`src/design/tblr_pkg.sv`:
```
// Shared types, codes and constants of the background line renderer.
// No dependencies.
package tblr_pkg;

  localparam int LINE_WIDTH_DEF = 160;
  localparam int TILE_COUNT_DEF = 256;

  localparam int MAP_DEPTH = 2048;
  localparam int MAP_AW    = 11;

  localparam logic [15:0] DISPLAY_BASE = 16'd6192;

  localparam logic [14:0] GRAY_0 = 15'h7FFF;
  localparam logic [14:0] GRAY_1 = 15'h6318;
  localparam logic [14:0] GRAY_2 = 15'h318C;
  localparam logic [14:0] GRAY_3 = 15'h0000;

  typedef enum logic [1:0] {
    OP_MAP_WR  = 2'd0,
    OP_TILE_WR = 2'd1,
    OP_RENDER  = 2'd2
  } op_t;

  typedef enum logic {
    ST_IDLE   = 1'b0,
    ST_RENDER = 1'b1
  } state_t;

  // Controller to datapath commands
  typedef struct packed {
    logic map_wr;
    logic tile_wr;
    logic start;
    logic issue;
    logic last;
  } cmd_t;

  // Datapath to controller status
  typedef struct packed {
    logic adv;
    logic s1_busy;
  } stat_t;

  function automatic logic [14:0] gray_color(logic [1:0] shade);
    logic [14:0] c;
    unique case (shade)
      2'd0: c = GRAY_0;
      2'd1: c = GRAY_1;
      2'd2: c = GRAY_2;
      default: c = GRAY_3;
    endcase
    return c;
  endfunction

endpackage

```
`src/design/tblr_ctrl.sv`:
```
// Controller of the background line renderer: input handshake and group sequencer.
// Depends on tblr_pkg.
module tblr_ctrl import tblr_pkg::*; #(
  parameter int LINE_WIDTH = LINE_WIDTH_DEF,
  localparam int NGROUPS = (LINE_WIDTH + 3) / 4,
  localparam int GW = (NGROUPS > 1) ? $clog2(NGROUPS) : 1
) (
  input  logic          clk,
  input  logic          rst_n,
  input  logic          in_valid,
  output logic          in_stall,
  input  logic [1:0]    in_op,
  input  stat_t         st,
  output cmd_t          cmd,
  output logic [GW-1:0] issue_group
);

  localparam logic [GW-1:0] LAST_G = GW'(NGROUPS - 1);

  state_t        state_r, state_nxt;
  logic [GW-1:0] group_r, group_nxt;
  logic          accept;

  always_ff @(posedge clk) begin
    if (!rst_n) begin
      state_r <= ST_IDLE;
      group_r <= '0;
    end else begin
      state_r <= state_nxt;
      group_r <= group_nxt;
    end
  end

  always_comb begin
    state_nxt = state_r;
    group_nxt = group_r;
    cmd       = '0;
    // take an item only with the sequencer idle and no tile read pending
    in_stall  = !((state_r == ST_IDLE) && !st.s1_busy);
    accept    = in_valid && !in_stall;
    unique case (state_r)
      ST_IDLE: begin
        if (accept) begin
          unique case (op_t'(in_op))
            OP_MAP_WR:  cmd.map_wr = 1'b1;
            OP_TILE_WR: cmd.tile_wr = 1'b1;
            OP_RENDER: begin
              cmd.start = 1'b1;
              group_nxt = '0;
              state_nxt = ST_RENDER;
            end
            default: ;
          endcase
        end
      end
      ST_RENDER: begin
        if (st.adv) begin
          cmd.issue = 1'b1;
          cmd.last  = (group_r == LAST_G);
          if (group_r == LAST_G) begin
            state_nxt = ST_IDLE;
          end else begin
            group_nxt = group_r + 1'b1;
          end
        end
      end
      default: state_nxt = ST_IDLE;
    endcase
  end

  assign issue_group = group_r;

endmodule

```
`config.mk`:
```
export PLATFORM = sky130hd
export DESIGN_NAME = tblr_ctrl
export DESIGN_NICKNAME = d
export VERILOG_FILES = /design/src/design/tblr_pkg.sv /design/src/design/tblr_ctrl.sv
export SDC_FILE = /design/constraint.sdc
export NUM_CORES = 1
export LEC_CHECK = 0
export BUFFER_PORTS_ARGS = -buffer_cell sky130_fd_sc_hd__buf_2
export CORE_AREA = 4 4 41 43
export CTS_BUF_LIST = sky130_fd_sc_hd__clkbuf_4
export CTS_CLUSTER_DIAMETER = 80
export DETAILED_ROUTE_END_ITERATION = 8
export DIE_AREA = 0 0 45 47
export PLACE_DENSITY = 0.64
export SYNTH_ARGS = -nofsm -noshare
export SYNTH_HDL_FRONTEND = slang
export SYNTH_SLANG_ARGS = --single-unit
```
`constraint.sdc`:
```
create_clock -name clk -period 1.35 [get_ports clk]
set_input_delay 0.135 -clock clk [delete_from_list [all_inputs] [get_ports clk]]
set_output_delay 0.135 -clock clk [all_outputs]
set_load 0.03 [all_outputs]
```
==> results.txt, run 1 <==
* Result of the run: complete, but fails checks
- The final reports fail on setup timing.
* Largest net degree at the start of global routing: 11
- Tightest Hold Check Type: in2reg
* Count of H-tree levels built during CTS: 1
- The tightest hold path in the finished design has a slack of 0.1798 ns.
- The tree built by TritonCTS fans out to 7 sinks.
* Number of detailed-route iterations in the first pass: 4
* Wire length of the first global-routing pass: 2.001 mm
- Final hold violations: 0
* Number of global-route vias before repair: 482
- Simple-gate share of the synthesized area: 0.3678
- Worst clock skew on the final layout: 0.001777 ns
- Among cell families on the critical path, the largest total delay comes from simple AND/OR/NAND/NOR gates.
* Congestion Overflow GR: 0
- Most area-consuming cells after synthesis: sky130_fd_sc_hd__dfxtp_1 34%, sky130_fd_sc_hd__nand3_1 6.1%, sky130_fd_sc_hd__nand2_1 4.6%
- The initial utilization of the core area, before any placement, comes to 0.3163.
- Final slew viol count: 0
* Utilization after layout: 0.5519
* Detailed placer's ending HPWL: 955.6 µm
* Slowest-stage cell, CP: sky130_fd_sc_hd__dfxtp_2
* Core footprint: 0.001301 mm²
- R2R depth: 4
* Clock buffer count from CTS: 3
- Synth Area in Compound Gates: 0.2128
- The worst setup path is launched from a register.
- Least setup slack across all paths after layout: -0.03440 ns
* Required time at the endpoint of the critical path: 1.22 ns
- For this run, the register share of the synthesized area comes to 0.3404.
* Actual transition at the worst max-transition pin: 0.3000 ns
- Vias per cell: 5.443
* Hold-critical path endpoint: issue_group[0]$_SDFFE_PN0P_
- Top-level I/O count: 19
- After clock tree synthesis, the clock-pin slew on the worst setup and hold paths is 0.05 ns.
- Post-synth top area cell: sky130_fd_sc_hd__dfxtp_1
* Cells after synthesis: 50
* Drt wl/cell: 13.16 µm
* Headroom to the max-slew limit: 0.7998
- In this run the remaining antenna-violating nets after routing total 0.
- The netlist uses 23 different library cells.
- Capturing point of the worst reg2reg path: issue_group[4]$_SDFFE_PN0P_
- Hold path start: rst_n
* Number of flops mapped to enable cells by yosys: 0
* TritonCTS clock tree: yes
- Layout cell share with drive strength beyond 1: 0.6707
* Slowest cell delay on critical path: 0.33 ns
- From bottom edge to top edge, the die measures 47 µm.
* Most frequent cell after synthesis: sky130_fd_sc_hd__dfxtp_1
* Post-Place Cell Area: 610.6 µm²
* Asr flop ratio synth: 0
- CTS Hold Bufs: 0
- Total setup violations reported at the end of the flow: 1
- Of the post-synthesis cell area, the dominant cell type holds 0.3404.
* Synthesized netlist net count: 58
- Arithmetic-cell share of the synthesized area counting full adders, half adders and majority gates: 0.03040
- By area, the combinational part of the netlist is dominated by simple AND/OR/NAND/NOR gates.
- The setup path with the least slack is of type reg2out.
* Floorplan die area: 0.002115 mm²
- STA puts the critical path data arrival time at 1.25 ns.
* Dominant synthesized flop cell: sky130_fd_sc_hd__dfxtp_1
* Area of all placed cells without fillers: 718.2 µm²
- The initialized floorplan defines 13 standard-cell rows.
- Total Routed Length: 1.277 mm
- The worst setup path is captured at a primary output.
- The clock passes through at most 2 buffers.
- Setup repair after global routing could not meet its margin everywhere.
- Yosys printed 0 warnings.
* Clock Root Buffer: sky130_fd_sc_hd__clkbuf_4
* Width of the chip: 45 µm
- Max-cap violations: 0
- Register-to-Register Setup Slack: 0 ns
- Maximum clock frequency: 722.3 MHz
- Of the total synthesized cell area, the portion taken by XOR and XNOR cells is 0.
- List of cells traversed by the critical path: nor3b_4 -> and4_4 -> buf_6
- The worst-case IR drop observed on VDD is 0.3589 mV.
- The cell area that synthesis handed to floorplanning was 411.6 µm².
- The final layout contains 91 nets.
- Of all nets on the critical path, the largest fanout is 4.
- The first routing iteration left 12 violations.
- In this run the tool buffered the top-level ports with 18 buffer cells.
- Counting instances, the worst hold path has a depth of 2.
- In the global route stage, overall resource usage came out at 0.1403.
* Final Cycle Share: 1.025
- Insertion delay of the later-clocked pin in the worst-skew pair: 0.26 ns
- P_leak: 0.3244 nW
* Critical path buffers and inverters: 1
- Number of antenna violations at the first check in global routing: 0
- After layout, the minimum clock period comes to 1.384 ns.
* Reg-to-Reg Start: issue_group[0]$_SDFFE_PN0P_
* Number of vias after detailed routing: 528
- Syn-to-layout area delta: 74.47%
- The portion of synthesized area spent on multiplexers is 0.
- The repair_antennas step left the layout with diodes totalling 0.
- Synthesis inferred 7 register bits.
- Top cell types by occurrence after synthesis: 7 x sky130_fd_sc_hd__dfxtp_1, 5 x sky130_fd_sc_hd__nand2_1, 5 x sky130_fd_sc_hd__nand3_1, 4 x sky130_fd_sc_hd__inv_1
- Power density over the cells: 692.1 mW/mm²
- Number of design rule violations left after detail routing: 0
- Dividing the synthesized area by the synthesized cell count gives 8.233 µm².
- Routability congestion estimate from global placement: 0.7998
sequential cells by signal (all words and copies together), names as in the netlist:
name / count
state_r: 1
issue_group: 6
cells by family after synthesis:
| family | Yosys count |
|---|---|
| simple gates | 26 |
| compound gates | 11 |
| flops | 7 |
| buf+inv | 5 |
| fa+ha+maj | 1 |
stage by stage:
step	setup slack, ns	total power [mW]	setup TNS [ns]	instances
floorplan	-0.1085	0.2456	-0.1636	50
global placement	-0.006086	0.2732	-0.006086	92
detailed placement	-0.03637	0.2735	-0.03866	92
CTS	-0.06012	0.4995	-0.06523	97
global route	-0.08048	0.5252	-0.1297	97
finish	-0.03440	0.4971	-0.03440	97
routing by layer:
layer,track usage,up-vias,share of wire
met4,0.07018,0,0.018
met2,0.2147,26,0.47
met3,0.08429,5,0.10
met5,0,-,0
li1,-,256,-
met1,0.1537,241,0.42
worst max-delay path by stage:
stage / from / cells past startpoint / to / slack, ns
6_report: issue_group[3]$_SDFFE_PN0P_ / 3 / cmd[0] / -0.03
5_1_grt: issue_group[3]$_SDFFE_PN0P_ / 3 / cmd[0] / -0.08
4_1_cts: issue_group[3]$_SDFFE_PN0P_ / 3 / cmd[0] / -0.06
3_5_place_dp: issue_group[0]$_SDFFE_PN0P_ / 4 / issue_group[4]$_SDFFE_PN0P_ / -0.04
3_3_place_gp: issue_group[0]$_SDFFE_PN0P_ / 4 / issue_group[4]$_SDFFE_PN0P_ / -0.006
2_1_floorplan: issue_group[0]$_SDFFE_PN0P_ / 4 / issue_group[4]$_SDFFE_PN0P_ / -0.11
timing repair:
action / CTS / global route
setup endpoints to repair: 6 / 7
gates resized for setup: 7 / 9
buffers inserted: 1 / 0
pin swaps: 4 / 4
power breakdown:
part | switching (mW) | internal (mW) | total (mW)
sequential | 0.00230 | 0.209 | 0.211
clock | 0.0871 | 0.133 | 0.221
combinational | 0.0403 | 0.0251 | 0.0655
layout make-up:
type | count | area (µm²)
repair buffers | 29 | 183.9
flip-flops and latches | 7 | 148.9
fillers | 129 | 583.1
clock buffers | 4 | 30.03
multi-input cells | 38 | 321.6
well taps | 15 | 18.77
inverters | 4 | 15.01
layout by cell type, fill, tap and decap left out, drive strengths merged:
| cell | instances |
|---|---|
| ha | 1 |
| nor2 | 3 |
| a31oi | 2 |
| or4 | 2 |
| nor3 | 2 |
| and4 | 1 |
| o211ai | 1 |
| a21oi | 3 |
| nor3b | 2 |
| nand2 | 6 |
| a31o | 2 |
| clkbuf | 4 |
| a41oi | 1 |
| nand4b | 1 |
| nand4 | 3 |
| a311oi | 2 |
| buf | 29 |
| inv | 4 |
| nand3 | 5 |
| dfxtp | 7 |
| or2b | 1 |
Note: power is estimated with default switching activity, not from simulation.
==> run 2: changes to the inputs <==
--- a/config.mk
+++ b/config.mk
@@ -6,11 +6,11 @@
 export NUM_CORES = 1
 export LEC_CHECK = 0
-export BUFFER_PORTS_ARGS = -buffer_cell sky130_fd_sc_hd__buf_2
 export CORE_AREA = 4 4 41 43
-export CTS_BUF_LIST = sky130_fd_sc_hd__clkbuf_4
+export CTS_BUF_LIST = sky130_fd_sc_hd__clkbuf_8 sky130_fd_sc_hd__clkbuf_16
 export CTS_CLUSTER_DIAMETER = 80
 export DETAILED_ROUTE_END_ITERATION = 8
 export DIE_AREA = 0 0 45 47
-export PLACE_DENSITY = 0.64
+export DONT_BUFFER_PORTS = 1
+export PLACE_DENSITY = 0.51
 export SYNTH_ARGS = -nofsm -noshare
 export SYNTH_HDL_FRONTEND = slang
==> constraint.sdc (replaced) <==
create_clock -name clk -period 1.35 [get_ports clk]
set_input_delay 0.27 -clock clk [delete_from_list [all_inputs] [get_ports clk]]
set_output_delay 0.27 -clock clk [all_outputs]
set_load 0.03 [all_outputs]
==> results.txt, run 2 (synthesis results as in run 1) <==
* Total design power: 0.5633 mW
- In this run the deepest clock path goes through 2 buffers.
- The final reports fail on setup timing.
- The clock net in this run drives a total of 7 sinks.
- Once detail routing completed, the nets flagged for antenna violations numbered 0.
- Data on the critical path arrives at its endpoint at 1.18 ns.
* Rows: 13
- Registers take 151.4 µm².
- CTS Hold Bufs: 0
* Wire length of the first global-routing pass: 2.035 mm
- Number of design rule violations left after detail routing: 0
- Routability congestion estimate from global placement: 0.7673
- After routing, the total negative slack on setup checks comes to -0.1006 ns.
- At the pin with the least slew margin, the transition time is 0.2815 ns.
- Pre-CTS setup slack: -0.002882 ns
* Insertion delay of the later-clocked pin in the worst-skew pair: 0.23 ns
- In this run the clock root is driven by a sky130_fd_sc_hd__clkbuf_8.
- Final hold violations: 0
- After the first detailed-routing iteration, the DRC count stood at 9.
* Total Routed Length: 1.286 mm
- TritonCTS built the clock tree.
- The path class of the tightest hold or removal check is in2reg.
- Relative to the synthesized area, the layout overhead comes to 65.65%.
- Headroom to the max-slew limit: 0.8115
* Power density over the cells: 826.1 mW/mm²
- Measured along the y axis, the die boundary spans 47 µm.
- Hold WS: 0.1970 ns
* Final Cycle Share: 1.074
- Core footprint: 0.001301 mm²
- Internal power contribution: 0.4272 mW
- Fill cells in the final layout number 130.
- Leaving out fill and tap cells, the most frequent cells in the layout are 14 x sky130_fd_sc_hd__buf_4, 6 x sky130_fd_sc_hd__dfxtp_2, 4 x sky130_fd_sc_hd__inv_1, 4 x sky130_fd_sc_hd__nand2_1, 4 x sky130_fd_sc_hd__nand3_1.
- Number of vias after detailed routing: 480
- Sw Share: 0.2417
* P_leak: 0.2809 nW
- Data on the critical path is required at its endpoint by 1.08 ns.
- Across the VDD grid, the largest voltage drop is 0.4332 mV.
- Final Net Count: 79
- Setup violations remaining at the end of the flow were counted as 2.
- The register with the most flip-flops in the layout has 6 of them.
- Largest net degree at the start of global routing: 8
- Largest driver fanout on the critical path: 4
- Max-cap violations: 0
- CTS built an H-tree with a depth of 1.
- The HPWL after detailed placement is 957.6 µm.
- Utilization after layout: 0.5240
- Leaving out fill and tap cells, the most frequent cell in the layout is sky130_fd_sc_hd__buf_4.
* Maximum clock frequency: 690.0 MHz
* Kind of critical path: reg2out
- STA classifies the critical path startpoint as a register.
- The first TritonRoute pass finished after 4 iterations.
- The routed design could run at a clock period as short as 1.449 ns.
* Final slew viol count: 0
- Of the cells placed in the final design, the portion with a size suffix greater than 1 is 0.5714.
* Floorplan die area: 0.002115 mm²
- Global router's overall resource usage: 0.1430
- Summed over all layers, the global routing overflow is 0.
- Least setup slack across all paths after layout: -0.09936 ns
- Number of global-route vias before repair: 465
- 0 antenna diodes ended up in the layout.
- Port buffering added 0 buffers.
- Pin placement for this block handled 19 I/O pins.
- Clock buffer count from CTS: 3
- Share of total power in combinational logic: 0.094
- Initial standard-cell utilization of the core: 0.3163
- After detailed routing, the average wire length per cell comes to 15.13 µm.
- Multi-input gate area: 309.0 µm²
* Unrepaired setup endpoints after global routing: yes
- After clock tree synthesis, the clock-pin slew on the worst setup and hold paths is 0.04 ns.
* Number of antenna violations at the first check in global routing: 0
- Result of the run: complete, but fails checks
- Clock network fraction of design power: 0.532
- Vias per cell: 5.647
* Net switching power figure: 0.1361 mW
* Sequential share of power: 0.374
* Endpoint type of the worst setup path: primary output
- Width of the chip: 45 µm
- Worst clock skew on the final layout: 0.002505 ns
-- run 2: cell types whose count changed in the layout (fill, tap and decap cells not counted), sizes merged --
cell    delta
buf       -12
clkbuf     -1
inv        +1
-- run 2: worst max-delay path, stage by stage (launching register included) --
cell,delay (ns)
sky130_fd_sc_hd__dfxtp_2,0.33
sky130_fd_sc_hd__nor3b_4,0.29
sky130_fd_sc_hd__and4_4,0.33
-- run 2: path summary, 6_finish.rpt --
path                                from                     endpoint  slack [ns]  cells after the start
max          issue_group[4]$_SDFFE_PN0P_                       cmd[0]        -0.1                      2
min                                rst_n  issue_group[0]$_SDFFE_PN0P_        0.20                      1
max reg2reg  issue_group[0]$_SDFFE_PN0P_  issue_group[5]$_SDFFE_PN0P_        0.02                      5
min reg2reg           state_r$_SDFF_PN0_           state_r$_SDFF_PN0_        0.53                      2
-- run 2: through the flow --
stage / cell area [µm²] / std cells
floorplan: 431.7 / 50
global placement: 558.0 / 79
detailed placement: 558.0 / 79
CTS: 638.1 / 83
global route: 681.9 / 85
finish: 681.9 / 85
-- run 2: what timing repair did --
item,in CTS,in global routing
gates resized for setup,9,6
setup endpoints to repair,6,8
setup buffers,0,2
endpoints found under the hold margin,0,0
pin swaps,4,5
-- run 2: final cells by class --
cell class,count,share of cell area
inverter,4,0.02202
clock inverter,1,0.005505
tap,15,0.02752
sequential,7,0.2220
multi-input combinational,38,0.4532
clock buffer,3,0.06055
timing repair buffer,17,0.2092
-- run 2: metal layers --
metal / track usage / wire length, µm / vias up
li1: - / - / 234
met5: 0 / 0 / -
met4: 0.1228 / 39 / 0
met2: 0.2345 / 620 / 21
met3: 0.05364 / 128 / 5
met1: 0.1432 / 498 / 220
-- run 2: power by group through the flow --
| stage | Combinational [mW] | Sequential (mW) | Clock, mW |
|---|---|---|---|
| 2_1_floorplan | 0.0289 | 0.217 | 0 |
| 3_3_place_gp | 0.0451 | 0.215 | 0 |
| 3_5_place_dp | 0.0450 | 0.215 | 0 |
| 4_1_cts | 0.0479 | 0.211 | 0.301 |
| 5_1_grt | 0.0571 | 0.210 | 0.320 |
| 6_report | 0.0528 | 0.211 | 0.300 |
